[src/hw/rtl/rau_pkg.sv]
// ----------------------------------------------------------------------------
// Rational arithmetic unit package
// Shared constants, command and status codes, and the status word of the
// iterative units.
// ----------------------------------------------------------------------------
package rau_pkg;

	localparam int DEF_WIDTH     = 32;
	localparam int DEF_EXP_WIDTH = 16;
	localparam int FIELD_W       = 32;
	localparam int EXP_FIELD_W   = 16;
	localparam int DEN_W         = 31;
	localparam int CMD_W         = 3;
	localparam int ST_W          = 2;
	localparam int S_DATA_W      = 4 * FIELD_W + EXP_FIELD_W;
	localparam int M_DATA_W      = ((FIELD_W + DEN_W + 7) / 8) * 8;
	localparam int PAD_W         = M_DATA_W - FIELD_W - DEN_W;

	typedef enum logic [CMD_W-1:0] {
		CMD_ADD = 3'd0,
		CMD_SUB = 3'd1,
		CMD_MUL = 3'd2,
		CMD_DIV = 3'd3,
		CMD_ABS = 3'd4,
		CMD_RED = 3'd5,
		CMD_POW = 3'd6
	} cmd_t;

	typedef enum logic [ST_W-1:0] {
		ST_OK   = 2'd0,
		ST_DIV0 = 2'd1,
		ST_OVF  = 2'd2
	} status_t;

	typedef struct packed {
		logic busy;
		logic done;
	} unit_sts_t;

endpackage

[src/hw/rtl/rau_div.sv]
// ----------------------------------------------------------------------------
// Restoring divider
// Unsigned division, one quotient bit per cycle.
// ----------------------------------------------------------------------------
module rau_div #(
	parameter int IW = 64
) (
	input  logic              clk,
	input  logic              arst_n,
	input  logic              start,
	input  logic [IW-1:0]     dividend,
	input  logic [IW-1:0]     divisor,
	output logic [IW-1:0]     quo,
	output rau_pkg::unit_sts_t sts
);
	import rau_pkg::*;

	localparam int CW = $clog2(IW + 1);

	logic [IW-1:0] rem_q;
	logic [IW-1:0] quo_q;
	logic [IW-1:0] dvs_q;
	logic [CW-1:0] cnt_q;
	logic          busy_q;
	logic          done_q;
	logic [IW+1:0] trial;

	assign trial = {1'b0, rem_q, quo_q[IW-1]} - {2'b00, dvs_q};

	always_ff @(posedge clk or negedge arst_n) begin
		if (!arst_n) begin
			busy_q <= 1'b0;
			done_q <= 1'b0;
		end else begin
			done_q <= 1'b0;
			if (busy_q) begin
				if (!trial[IW+1]) begin
					rem_q <= trial[IW-1:0];
					quo_q <= {quo_q[IW-2:0], 1'b1};
				end else begin
					rem_q <= {rem_q[IW-2:0], quo_q[IW-1]};
					quo_q <= {quo_q[IW-2:0], 1'b0};
				end
				cnt_q <= cnt_q - CW'(1);
				if (cnt_q == CW'(1)) begin
					busy_q <= 1'b0;
					done_q <= 1'b1;
				end
			end else if (start) begin
				rem_q  <= '0;
				quo_q  <= dividend;
				dvs_q  <= divisor;
				cnt_q  <= CW'(IW);
				busy_q <= 1'b1;
			end
		end
	end

	assign quo      = quo_q;
	assign sts.busy = busy_q;
	assign sts.done = done_q;

endmodule

[config.mk]
export PLATFORM = sky130hd
export DESIGN_NAME = rau_div
export DESIGN_NICKNAME = d
export VERILOG_FILES = /design/src/hw/rtl/rau_pkg.sv /design/src/hw/rtl/rau_div.sv
export SDC_FILE = /design/constraint.sdc
export NUM_CORES = 1
export LEC_CHECK = 0
export BUFFER_PORTS_ARGS = -buffer_cell sky130_fd_sc_hd__buf_2
export CAP_MARGIN = 20
export CORE_UTILIZATION = 62
export CTS_CLUSTER_DIAMETER = 30
export DETAILED_ROUTE_END_ITERATION = 16
export GPL_ROUTABILITY_DRIVEN = 1
export GPL_TIMING_DRIVEN = 0
export PLACE_DENSITY = 0.86
export SLEW_MARGIN = 20
export SYNTH_ARGS = -nofsm -noshare
export SYNTH_HDL_FRONTEND = slang
export SYNTH_SLANG_ARGS = --single-unit
[constraint.sdc]
create_clock -name clk -period 13.8 [get_ports clk]
set_input_delay 2.76 -clock clk [delete_from_list [all_inputs] [get_ports clk]]
set_output_delay 2.76 -clock clk [all_outputs]
set_load 0.02 [all_outputs]
; After elaboration in Yosys (flattened, before gate mapping)
; Index checks and enable logic that the tools add are counted.
[op_classes]
addsub = 2
n_mul = 0
div = 0
magnitude_cmp = 0
n_eq_ne = 1
n_shift = 0
n_mux = 13
bitwise = 1
reduce_logical = 3
[ops]
columns = op, count
row1 = 2-to-1 mux 64 bit, 5
row2 = subtractor 65 x 64 -> 66 bit, 1
row3 = 2-to-1 mux 7 bit, 2
row4 = == test 7 x 1 -> 1 bit (second input constant), 1
row5 = subtractor 7 x 1 -> 7 bit (second input constant), 1
row6 = 2-to-1 mux 1 bit, 6
row7 = AND reduction 3 bit, 1
row8 = AND reduction 2 bit, 1
row9 = nonzero test 2 bit, 1
row10 = inverter 1 bit, 1
[word_totals]
regBits = 201
latchBits = 0
ram_bits = 0
rom_bits = 0
in_bits = 131
out_inout_bits = 66
word_cells = 26
mem_count = 0

; Longest topological paths before layout
[depth]
ltp_word = 3
depth_mapped = 15
ltp_nobuf = 13

; Worst setup path before layout
; Ideal clock, no wire load.
[synth_path]
path_type = input-to-reg
start = input start
end = register cnt_q[0] (enable)
setup_time_ns = 0.646
t_arrival_ns = 8.776
t_required_ns = 13.154
path_slack_ns = 4.377
path_stages = 2
path_buffers = 0
path_cell_list = nor2_1 nor2b_1
[synth_between]
elab_chain_len = 2
[synth_lines]
columns = item, line
row1 = from (decl), rau_div.sv:10  ; input logic start,
row2 = nonzero test 2 bit (no line), --
row3 = AND reduction 2 bit (no line), --
row4 = to (signal assigned), rau_div.sv:44  ; cnt_q <= cnt_q - CW'(1);
row5 = to (signal assigned), rau_div.sv:53  ; cnt_q <= CW'(IW);
row6 = to (decl), rau_div.sv:23  ; logic [CW-1:0] cnt_q;
; No other way between the ends.
; A chain may end at the register's enable or synchronous reset.

; Worst setup path in the final report
[layout_path]
start = input start
end = register quo_q[27] (netlist: quo[27]) (enable)
[layout_between]
elab_chain_len = 2
[layout_lines]
columns = item, line
row1 = nonzero test 2 bit (no line), --
row2 = AND reduction 2 bit (no line), --
row3 = to (signal assigned), rau_div.sv:39  ; quo_q <= {quo_q[IW-2:0], 1'b1};
row4 = to (signal assigned), rau_div.sv:42  ; quo_q <= {quo_q[IW-2:0], 1'b0};
row5 = to (signal assigned), rau_div.sv:51  ; quo_q <= dividend;
row6 = to (decl), rau_div.sv:21  ; logic [IW-1:0] quo_q;
; No other way between the ends.

==> results.md <==
- Wirelength per Cell: 20.9 µm
- Worst Slack Setup Final: 9.74 ns
- Vias in the first global route: ~10000
- Die Span Y: 142 µm
- Fin. max-slew vios: 0
- Status: completed
- CTS Buf Count: between 40 and 50
- GR Util met3: under 10%
- P_leak: between 6 and 7 nW
- Nets: roughly 1600
- Top Ports: ~200
- Area fraction in compound gates after synthesis: roughly 16%
- DRC errors left: 0
- Worst path most repeated cell: buf_12
- Initial DRC count: ~950
- Gr ovfl total: 0
- Commonest non-fill, non-tap cell in the layout: buf_2
- M2 GR Usage: about three fifths
- Clock skew: about 0.039 ns
- # resized after CTS: 0
- Post-synth EDFFs: between 150 and 200
- CTS root buffer: clkbuf_16
- Critical path's largest stage delay: approximately 0.64 ns
- Pre-CTS WS: 9.24 ns
- Post-synthesis adder-cell area fraction: roughly 6.9%
- Async S/R FF share, synth: less than 1%
- Clock latency on the worst-skew pair: around 0.56 ns
- Global routing's busiest layer: met2
- Worst hold path class: reg -> reg
- Seq/Total Area, Yosys: 49.4%
- Minimum clock period: between 4 and 5 ns
- Core area: 19000 µm²
- Cell area after synthesis: about 12000 µm²
- Slew headroom: between 40 and 50%
- Worst vdd ir: 0.147 mV
- Max Cap Viol: 0
- Routed WL: ~36000 µm
- Die area: 20200 µm²
- TritonCTS clock tree: built
- Flop-to-flop setup slack: a little under 10 ns
- Gpl congestion: 0.972
- Setup_tns: 0 ns
- CP startpoint kind: primary input
- Synth warnings: 0
- Post-Synth Simple-Gate Area: between 10% and 20%
- Initial Utilization: 64.1%
- Critical path class: in -> reg
- Initial antenna violation count: 5
- CP Buf/Inv Count: 4
- Final setup fails: 0
- Vias: ~10000
- Worst path slowest cell: nor2b_4
- CP max FO: 29
- Post-placement cell area: between 10000 and 15000 µm²
- Crit path DAT: around 4.3 ns
- CTS Sinks: approximately 200
- Seq cells post-synth: around 200
- Hold Buf Count CTS: 0
- Port bufs: approximately 200
- XOR/XNOR Fraction of Synth Area: just over 4%
- First-pass GRT wire length: roughly 55000 µm
- Clk buf depth: 3
- Fin. Hold Viols: 0
- Largest net degree at the start of global routing: 37
- Crit. End Element: flop
- Largest family of logic cells by synthesized area: compound AO/OA/AOI/OAI gates
- Mean Syn Cell Area: roughly 10 µm²
- Vias/cell: between 6 and 7
- Filler cells: between 1000 and 1500
- Post CTS Setup Buffer Count: 0
- Synthesized Nets: 1360
- Site Rows: 50
- Power density cells: between 200 and 250 nW/µm²
- CTS H-tree lvls: 2
- Die width: 142 µm
- Crit-path cells: buf_2 -> nor2_1 -> nor2b_4 -> buf_12 -> buf_12 -> buf_16
- CTS clk-pin slew, worst paths: roughly 0.06 ns
- CP top delay family: buffers and inverters
- Layout cells sized above 1: between 20 and 30%
- Worst Path Required: about 14 ns
- Fin crit share: 29.4%
- Final HPWL DP: between 20000 and 25000 µm
- Fmax: 246 MHz
- Grt met1 use: a little over two fifths
- GRT Util Overall: a little over a third
- Syn Inst Count: approximately 1200
- Most frequent cells in the layout: buf_2, edfxtp_1, nand2_1
- Routed Antenna Nets: 0
- Ys flop type: edfxtp_1
- 1st-pass router iterations: 6
- Mux contribution to synthesized area: 6.14%
- Fin area: 15200 µm²
- Post-synth cell types: 76
- Syn-to-layout area delta: 24.9%
- Measured slew at the worst slew-check pin: between 0.8 and 0.9 ns
- RSZ-0062 raised after global routing: false
-- cell type report --
type / count / area, µm² / share of cell area [%]
buffer: 56 / 303 / 1.99
clock inverter: 34 / 463 / 3.04
antenna: 5 / 12.5 / 0.0821
inverter: 87 / 327 / 2.14
timing repair buffer: 202 / 1120 / 7.32
tap: 260 / 325 / 2.13
clock buffer: 47 / 1110 / 7.30
sequential: 201 / 6030 / 39.5
multi-input combinational: 818 / 5560 / 36.5
-- cells by family (layout without fill, tap and decap cells) --
| family | count (synthesis) | in the layout |
|---|---|---|
| AOI/OAI and AO/OA | 292 | 292 |
| other | 0 | 5 |
| DFF | 201 | 201 |
| buffers and inverters | 143 | 426 |
| adders and majority gates | 67 | 67 |
| xor gates and xnor gates | 57 | 57 |
| and+or+nand+nor | 335 | 335 |
| muxes | 67 | 67 |
-- worst register-to-register path: cells and delay by family (launching register included) --
kind	cells	cell delay, ns
flip-flops	1	0.42
AND/OR/NAND/NOR	4	0.77
buffers and inverters	1	0.08
adder cells (fa/ha/maj)	2	0.67
AO/OA/AOI/OAI	6	1.71
-- report_power, final --
part           internal, mW  switching [mW]  total, mW
logic                 0.657            1.02       1.67
registers             0.887          0.0808      0.968
clock network         0.743           0.380       1.12
-- state kept, by name, summed over array words and instances (netlist names) --
signal / flops
dvs_q: 64
rem_q: 64
cnt_q: 7
busy_q: 1
quo: 64
done_q: 1
-- synth_stat cells, types with 3 or more instances --
master      n  area, µm²
buf_2      17       85.1
a21oi_2     4       35.0
o31ai_1     3       22.5
and3_1     10       62.6
mux2_2     63        709
nor4_1      4       25.0
o21a_1      9       67.6
a211oi_2    4       50.1
nand2b_1    7       43.8
nor3_1      9       45.0
o21ai_1     3       15.0
nand2_1   159        597
nand3b_1    3       22.5
buf_4       8       60.1
nor2_1     58        218
edfxtp_1  199       5980
xor2_1     23        201
mux2i_1     4       40.0
o211ai_1    7       52.6
clkbuf_1   26       97.6
buf_6       4       45.0
o311ai_0    3       26.3
o21ai_0    42        210
o22ai_1     5       31.3
a31oi_1     8       50.1
or3_1       8       50.1
ha_1       66        826
or4_1       3       22.5
o21bai_1    9       67.6
nor2b_1    10       62.6
and4_1      6       52.6
inv_1      87        327
a21oi_1   123        616
a21o_1     29        218
nand4_1    17        106
nand3_1    29        145
a221o_1     3       30.0
xnor2_1    34        298
a211oi_1    8       60.1
-- final timing paths --
kind / from / to / cells after the start
min: cnt_q[6] / done_q / 1
max: start / quo[27] / 6
max reg2reg: quo[63] / rem_q[62] / 13
max in group asynchronous: arst_n / busy_q / 1
min in group asynchronous: arst_n / done_q / 1
min reg2reg: cnt_q[6] / done_q / 1
-- routing by layer --
| metal | routed length [µm] | part of all wire, % |
|---|---|---|
| met1 | 13000 | 36 |
| met4 | 1960 | 5.5 |
| met3 | 3430 | 9.6 |
| met5 | 0 | 0 |
| met2 | 17300 | 48 |
-- metrics by stage --
step	std cells	utilization (%)	hold slack, ns	power (mW)
after floorplan	1162	-	0.442	2.19
after global placement	1618	71.0	0.470	2.51
after detailed placement	1624	71.8	0.497	2.57
after CTS	1705	80.1	0.511	3.73
after global routing	1710	80.1	0.535	3.97
final	1710	80.1	0.522	3.76
Note: power is estimated with default switching activity, not from simulation.
