File: config.mk
export PLATFORM = sky130hd
export DESIGN_NAME = rau_gcd
export DESIGN_NICKNAME = d
export VERILOG_FILES = /design/src/hw/rtl/rau_pkg.sv /design/src/hw/rtl/rau_gcd.sv
export SDC_FILE = /design/constraint.sdc
export NUM_CORES = 1
export LEC_CHECK = 0
export ABC_AREA = 1
export BUFFER_PORTS_ARGS = -buffer_cell sky130_fd_sc_hd__buf_4
export CAP_MARGIN = 30
export CORE_ASPECT_RATIO = 0.8
export CORE_MARGIN = 1
export CORE_UTILIZATION = 38
export CTS_CLUSTER_DIAMETER = 30
export CTS_CLUSTER_SIZE = 30
export DETAILED_ROUTE_END_ITERATION = 10
export GPL_TIMING_DRIVEN = 0
export SLEW_MARGIN = 20
export SYNTH_ARGS = -nofsm -noshare
export SYNTH_HDL_FRONTEND = slang
export SYNTH_SLANG_ARGS = --single-unit
File: constraint.sdc
create_clock -name clk -period 6.55 [get_ports clk]
set_input_delay 0.3275 -clock clk [delete_from_list [all_inputs] [get_ports clk]]
set_output_delay 0.3275 -clock clk [all_outputs]
set_load 0.02 [all_outputs]
File: src/hw/rtl/rau_pkg.sv
// ----------------------------------------------------------------------------
// Rational arithmetic unit package
// Shared constants, command and status codes, and the status word of the
// iterative units.
// ----------------------------------------------------------------------------
package rau_pkg;

	localparam int DEF_WIDTH     = 32;
	localparam int DEF_EXP_WIDTH = 16;
	localparam int FIELD_W       = 32;
	localparam int EXP_FIELD_W   = 16;
	localparam int DEN_W         = 31;
	localparam int CMD_W         = 3;
	localparam int ST_W          = 2;
	localparam int S_DATA_W      = 4 * FIELD_W + EXP_FIELD_W;
	localparam int M_DATA_W      = ((FIELD_W + DEN_W + 7) / 8) * 8;
	localparam int PAD_W         = M_DATA_W - FIELD_W - DEN_W;

	typedef enum logic [CMD_W-1:0] {
		CMD_ADD = 3'd0,
		CMD_SUB = 3'd1,
		CMD_MUL = 3'd2,
		CMD_DIV = 3'd3,
		CMD_ABS = 3'd4,
		CMD_RED = 3'd5,
		CMD_POW = 3'd6
	} cmd_t;

	typedef enum logic [ST_W-1:0] {
		ST_OK   = 2'd0,
		ST_DIV0 = 2'd1,
		ST_OVF  = 2'd2
	} status_t;

	typedef struct packed {
		logic busy;
		logic done;
	} unit_sts_t;

endpackage

File: src/hw/rtl/rau_gcd.sv
// ----------------------------------------------------------------------------
// Binary GCD unit
// Computes the greatest common divisor of two nonzero values, one shift or
// one subtract per cycle. The result is held until the next result is done.
// ----------------------------------------------------------------------------
module rau_gcd #(
	parameter int IW = 64
) (
	input  logic              clk,
	input  logic              arst_n,
	input  logic              start,
	input  logic [IW-1:0]     x,
	input  logic [IW-1:0]     y,
	output logic [IW-1:0]     g,
	output rau_pkg::unit_sts_t sts
);
	import rau_pkg::*;

	localparam int KW = $clog2(IW);

	typedef enum logic [1:0] {G_IDLE, G_TWOS, G_XODD, G_LOOP} gstate_t;

	gstate_t       state_q;
	logic [IW-1:0] x_q;
	logic [IW-1:0] y_q;
	logic [IW-1:0] g_q;
	logic [KW-1:0] k_q;
	logic          done_q;

	always_ff @(posedge clk or negedge arst_n) begin
		if (!arst_n) begin
			state_q <= G_IDLE;
			done_q  <= 1'b0;
		end else begin
			done_q <= 1'b0;
			case (state_q)
				G_IDLE: begin
					if (start) begin
						x_q     <= x;
						y_q     <= y;
						k_q     <= '0;
						state_q <= G_TWOS;
					end
				end
				G_TWOS: begin
					if (!(x_q[0] | y_q[0])) begin
						x_q <= x_q >> 1;
						y_q <= y_q >> 1;
						k_q <= k_q + KW'(1);
					end else begin
						state_q <= G_XODD;
					end
				end
				G_XODD: begin
					if (!x_q[0]) begin
						x_q <= x_q >> 1;
					end else begin
						state_q <= G_LOOP;
					end
				end
				G_LOOP: begin
					if (y_q == '0) begin
						g_q     <= x_q << k_q;
						done_q  <= 1'b1;
						state_q <= G_IDLE;
					end else if (!y_q[0]) begin
						y_q <= y_q >> 1;
					end else if (x_q > y_q) begin
						x_q <= y_q;
						y_q <= x_q - y_q;
					end else begin
						y_q <= y_q - x_q;
					end
				end
				default: state_q <= G_IDLE;
			endcase
		end
	end

	assign g        = g_q;
	assign sts.busy = (state_q != G_IDLE);
	assign sts.done = done_q;

endmodule

# After elaboration in Yosys (flattened, before gate mapping)
# Index checks and enable logic that the tools add are counted.
# word_totals
reg_bits	201
inputBits	131
output_inout_bits	66
wordCells	59
# classes
add_sub_neg	3
n_lt_le_gt_ge	1
n_eq_ne	12
n_shift	1
mux	23
bitwise_logic	1
reduce_logical	11
# op_table
op	count
two-way mux 64 bit	11
case mux 64 bit (4 select lines)	1
case mux 64 bit (3 select lines)	1
subtractor 64 bit	2
> comparator 64 bit	1
zero test 64 bit	1
left shift 64 x 6 -> 64 bit	1
inequality test 2 bit, second input constant	9
two-way mux 6 bit	2
case mux 6 bit (2 select lines)	1
two-way mux 2 bit	4
case mux 2 bit (4 select lines)	1
AND reduction 4 bit	2
AND reduction 7 bit	1
adder 6 x 1 -> 6 bit, second input constant	1
AND reduction 6 bit	1
AND reduction 5 bit	1
equality test 2 bit, second input constant	2
nonzero test 2 bit	2
AND reduction 3 bit	1
nonzero test 3 bit	1
equality test 2 x 1 -> 1 bit, second input constant	1
zero test 2 bit	1
two-way mux 1 bit	2
OR 1 bit	1

# Longest topological paths before layout
# logic_depth
depth_word	5
mapped_depth	22
depth_no_buf	21

# Worst setup path after synthesis
# Ideal clock, no wire load.
# synth_timing
path_type	reg2reg
from	register x_q[0]
to	register x_q[10] (enable)
setup_time_ns	0.505
arrival_time_ns	5.407
t_required_ns	6.045
path_slack_ns	0.638
path_stages_with_launch	18
path_buffers	1
period_less_slack_ns	5.912
cell_sequence	edfxtp_1 -> inv_1 -> ha_1 -> inv_1 -> fa_1 -> nand3_1 -> nand3_1 -> nand2_1 -> nand2_1 -> nand2_1 -> nand2_1 -> nand2_1 -> nand2_2 -> nand2_1 -> a21boi_4 -> buf_4 -> o21ai_1 -> a21oi_1
# synth_via
elab_chain_len	3
word_cells_on_any_way	6
classes_between	1 x order compare; 3 x eq/ne; 1 x bitwise; 1 x reduce/logical
# synth_rtl
item	line	rtl
from (decl)	rau_gcd.sv:24	logic [IW-1:0] x_q;
from (signal assigned)	rau_gcd.sv:47	x_q <= x_q >> 1;
from (signal assigned)	rau_gcd.sv:56	x_q <= x_q >> 1;
from (signal assigned)	rau_gcd.sv:69	x_q <= y_q;
> comparator 64 bit / OR 1 bit (equally long branches)	rau_gcd.sv:68, rau_gcd.sv:46	
inequality test 2 bit (no line)	n/a	
AND reduction 7 bit (no line) (*)	n/a	
# Mark *: on every way between the ends. The rest lies on a longest branch, timed or not.
# A chain may end at the register's enable or synchronous reset.

# Worst setup path in the final report
# layout_timing
from	register x_q[0]
to	register x_q[46] (enable)
# The elaborated chain is that of the path after synthesis.

==> run_results.csv <==
group,metric,value,unit
outcome,status,"completed",
clocking,clock_tree.root_cell,"sky130_fd_sc_hd__clkbuf_16",
sta,maxSlewViolCount,0,
critical_path,timing.critical_path.slowest_stage_cell,"sky130_fd_sc_hd__edfxtp_1",
global_routing,grt_start_max_net_pins,30,
sta,finalSetupViolations,0,
floorplan,horiz_die_dim,286,µm
yosys,ys_seq_area_frac,0.246,
routing,drc,0,
routing,drtAntennaViolNets,0,
critical_path,startpoint_type,"flip-flop",
yosys,synth_fp_nets,4453,
critical_path,timing_worst_setup_path_type,"reg2reg",
clocking,cts_htree_levels,2,
yosys,synthesis.area_per_instance,5.84,µm²
finish,post_layout_util,0.464,
sta,timing_hold_violations_final,0,
sta,achievable-frequency,194,MHz
finish,final_common_cell,"sky130_fd_sc_hd__nand2_1",
sta,final.min_clock_period,5.16,ns
global_routing,antenna_found_initial,4,
placed_design,io_buffer_count,196,
yosys,synth_edf_count,198,
floorplan,die_area,65300,µm²
routing,initialDrtViolationCount,3631,
clocking,cts_resized,0,
yosys,postSynth.topFlopCell,"sky130_fd_sc_hd__edfxtp_1",
yosys,synth_area,24400,µm²
job,maxCapViolCount,0,
routing,drt_pre_antenna_iters,6,
finish,area_delta_synth_final,19.8,%
sta,hold_slack,0.0122,ns
clocking,clk_pin_slew_worst_paths,0.05,ns
floorplan,initial_utilization,0.387,
critical_path,setup_slack_of_the_worst_register_to_register_path,1.39,ns
floorplan,core_area,63100,µm²
clocking,post-cts-setup-buffer-count,0,
clocking,insertion_delay,0.63,ns
yosys,synth_largest_area_cell,"sky130_fd_sc_hd__nand2_1",
floorplan,placementRows,82,
yosys,synthTopCellsByArea,"sky130_fd_sc_hd__nand2_1 28%, sky130_fd_sc_hd__edfxtp_1 24%, sky130_fd_sc_hd__inv_1 10%, sky130_fd_sc_hd__ha_1 6.9%, sky130_fd_sc_hd__nor2_1 5.2%",
global_routing,via_count_of_the_first_global_routing_pass,26800,
floorplan,io_pins,197,
critical_path,critPathMaxStageDelay,0.66,ns
finish,most-common-layout-cells,"1793 x sky130_fd_sc_hd__nand2_1, 651 x sky130_fd_sc_hd__inv_1, 335 x sky130_fd_sc_hd__nor2_1",
sta,relSlewSlack,0.265,
clocking,cts_tree,"yes",
global_routing,grt_pass1_wl,182000,µm
finish,final.fill_count,6920,
placed_design,hpwl,108000,µm
worst_hold_path,hold_class,"in2reg",
finish,post_route_cells_drive_above_1_share,0.0839,
critical_path,critPathMostFrequentCell,"sky130_fd_sc_hd__nand2_1",
yosys,syn_inst,4186,
global_routing,gr-total-overflow,0,
critical_path,critical_path_arrival,5.47,ns
sta,grt_setup_unrepaired,"no",
clocking,cts_inserted_buffers,50,
sta,tightestPinTransition,1.10,ns
yosys,synth.distinct_cells,41,
critical_path,critical_path.endpoint_type,"flip-flop",
critical_path,crit_path_max_fanout,20,
yosys,ys.warnings.count,0,
sta,fin_worst_skew,0.0379,ns
global_routing,track_usage,0.381,
routing,wl_per_cell,23.7,µm
yosys,synth_seq_cells,201,
placed_design,place_congestion,1.05,
critical_path,critical_path.cell_chain,"inv_1 > ha_1 > inv_1 > fa_1 > nand3_1 > nand3_1 > nand2_1 > nand2_1 > nand2_1 > nand2_1 > nand2_1 > nand2_2 > nand2_1 > a21boi_4 > buf_4 > o21ai_1 > a21oi_4 > buf_16 > buf_16",
floorplan,die_height,229,µm
yosys,post_synth_arst_share,0.0149,
clocking,cts_max_path_buffers,3,
critical_path,critical_path_required,6.85,ns
clocking,cts.sinks,201,
routing,via_count,29400,
sta,min_period_over_period,0.788,
yosys,synthDominantCellAreaShare,0.275,
routing,routed_via_density,5.47,
routing,routed_wl,127000,µm
finish,design.final.nets,4744,
==> through the flow <==
stage	std cells	instance area [µm²]	setup slack, ns	TNS, ns
floorplan	4186	24400	0.638	0
global placement	5222	27000	-3.12	-281.38
detailed placement	5237	27300	1.50	0
CTS	5356	29200	1.51	0
global route	5358	29300	1.24	0
finish	5362	29300	1.39	0
==> synthesized netlist by cell type, types with 3 or more instances <==
library cell	count
sky130_fd_sc_hd__nand2_1	1793
sky130_fd_sc_hd__inv_1	651
sky130_fd_sc_hd__nor2_1	338
sky130_fd_sc_hd__o21ai_0	220
sky130_fd_sc_hd__edfxtp_1	198
sky130_fd_sc_hd__a21oi_1	165
sky130_fd_sc_hd__nand3_1	135
sky130_fd_sc_hd__ha_1	134
sky130_fd_sc_hd__clkbuf_1	110
sky130_fd_sc_hd__a221oi_1	62
sky130_fd_sc_hd__a22oi_1	62
sky130_fd_sc_hd__xor2_1	54
sky130_fd_sc_hd__mux2i_1	47
sky130_fd_sc_hd__nand4_1	33
sky130_fd_sc_hd__buf_2	24
sky130_fd_sc_hd__or2_2	24
sky130_fd_sc_hd__nor3_1	19
sky130_fd_sc_hd__buf_1	18
sky130_fd_sc_hd__nor4_1	17
sky130_fd_sc_hd__xnor2_1	12
sky130_fd_sc_hd__inv_2	10
sky130_fd_sc_hd__o211ai_1	10
sky130_fd_sc_hd__nor2_2	9
sky130_fd_sc_hd__buf_4	5
sky130_fd_sc_hd__o21bai_1	5
sky130_fd_sc_hd__a31oi_1	4
sky130_fd_sc_hd__and2_1	4
sky130_fd_sc_hd__dfrtp_1	3
sky130_fd_sc_hd__nand3b_1	3
==> metal layers <==
layer  GRT usage  wire length, µm
met1       0.556            57100
met2       0.534            49900
met3       0.122            16800
met4      0.0943             3210
met5           0                0
==> worst paths after layout <==
| path | start | end | cells after the start |
|---|---|---|---|
| worst max-delay path | x_q[0] | x_q[46] | 19 |
| worst min-delay path | x[15] | x_q[15] | 3 |
| worst max register to register | x_q[0] | x_q[46] | 19 |
| worst min register to register | y_q[63] | y_q[62] | 2 |
| max in group asynchronous | arst_n | state_q[1] | 2 |
| min in group asynchronous | arst_n | state_q[0] | 2 |
==> cell type report <==
type                    instances  area [µm²]  area share
plain buffers                 157         638      0.0218
well taps                     840        1050      0.0359
flip-flops and latches        201        6020       0.206
inverters                     662        2480      0.0849
repair buffers                239        2030      0.0695
clock buffers                  54        1270      0.0433
clock inverters                39         429      0.0147
diodes                          4        10.0    0.000342
multi-input cells            3166       15300       0.524
==> timing repair <==
item | in CTS | in global routing
hold endpoints to repair | 28 | 0
hold buffers | 26 | 0
endpoints found under the setup margin | 0 | 0
==> critical path: cells and delay by family, from the launching register on <==
| family | cells | cell delay, ns |
|---|---|---|
| and+or+nand+nor | 9 | 1.02 |
| buffers and inverters | 5 | 1.30 |
| DFF | 1 | 0.66 |
| adders and majority gates | 2 | 0.69 |
| AOI/OAI and AO/OA | 3 | 1.14 |
==> cells by family (layout without fill, tap and decap cells) <==
logic type,after synthesis,after routing,share of synthesized area
simple gates,2380,2380,0.384
xor+xnor,66,66,0.0237
flops,201,201,0.246
mux,47,47,0.0193
fa+ha+maj,136,136,0.0702
buf+inv,819,1151,0.128
other cells,0,4,0
compound gates,537,537,0.129
==> state kept, by name, indices dropped and copies added, names as in the netlist <==
register / cells
g: 64
x_q: 64
done_q: 1
state_q: 2
y_q: 64
k_q: 6
Power is not shown: default switching activity piles up to over one toggle a cycle in this logic, so the estimate is an artifact.
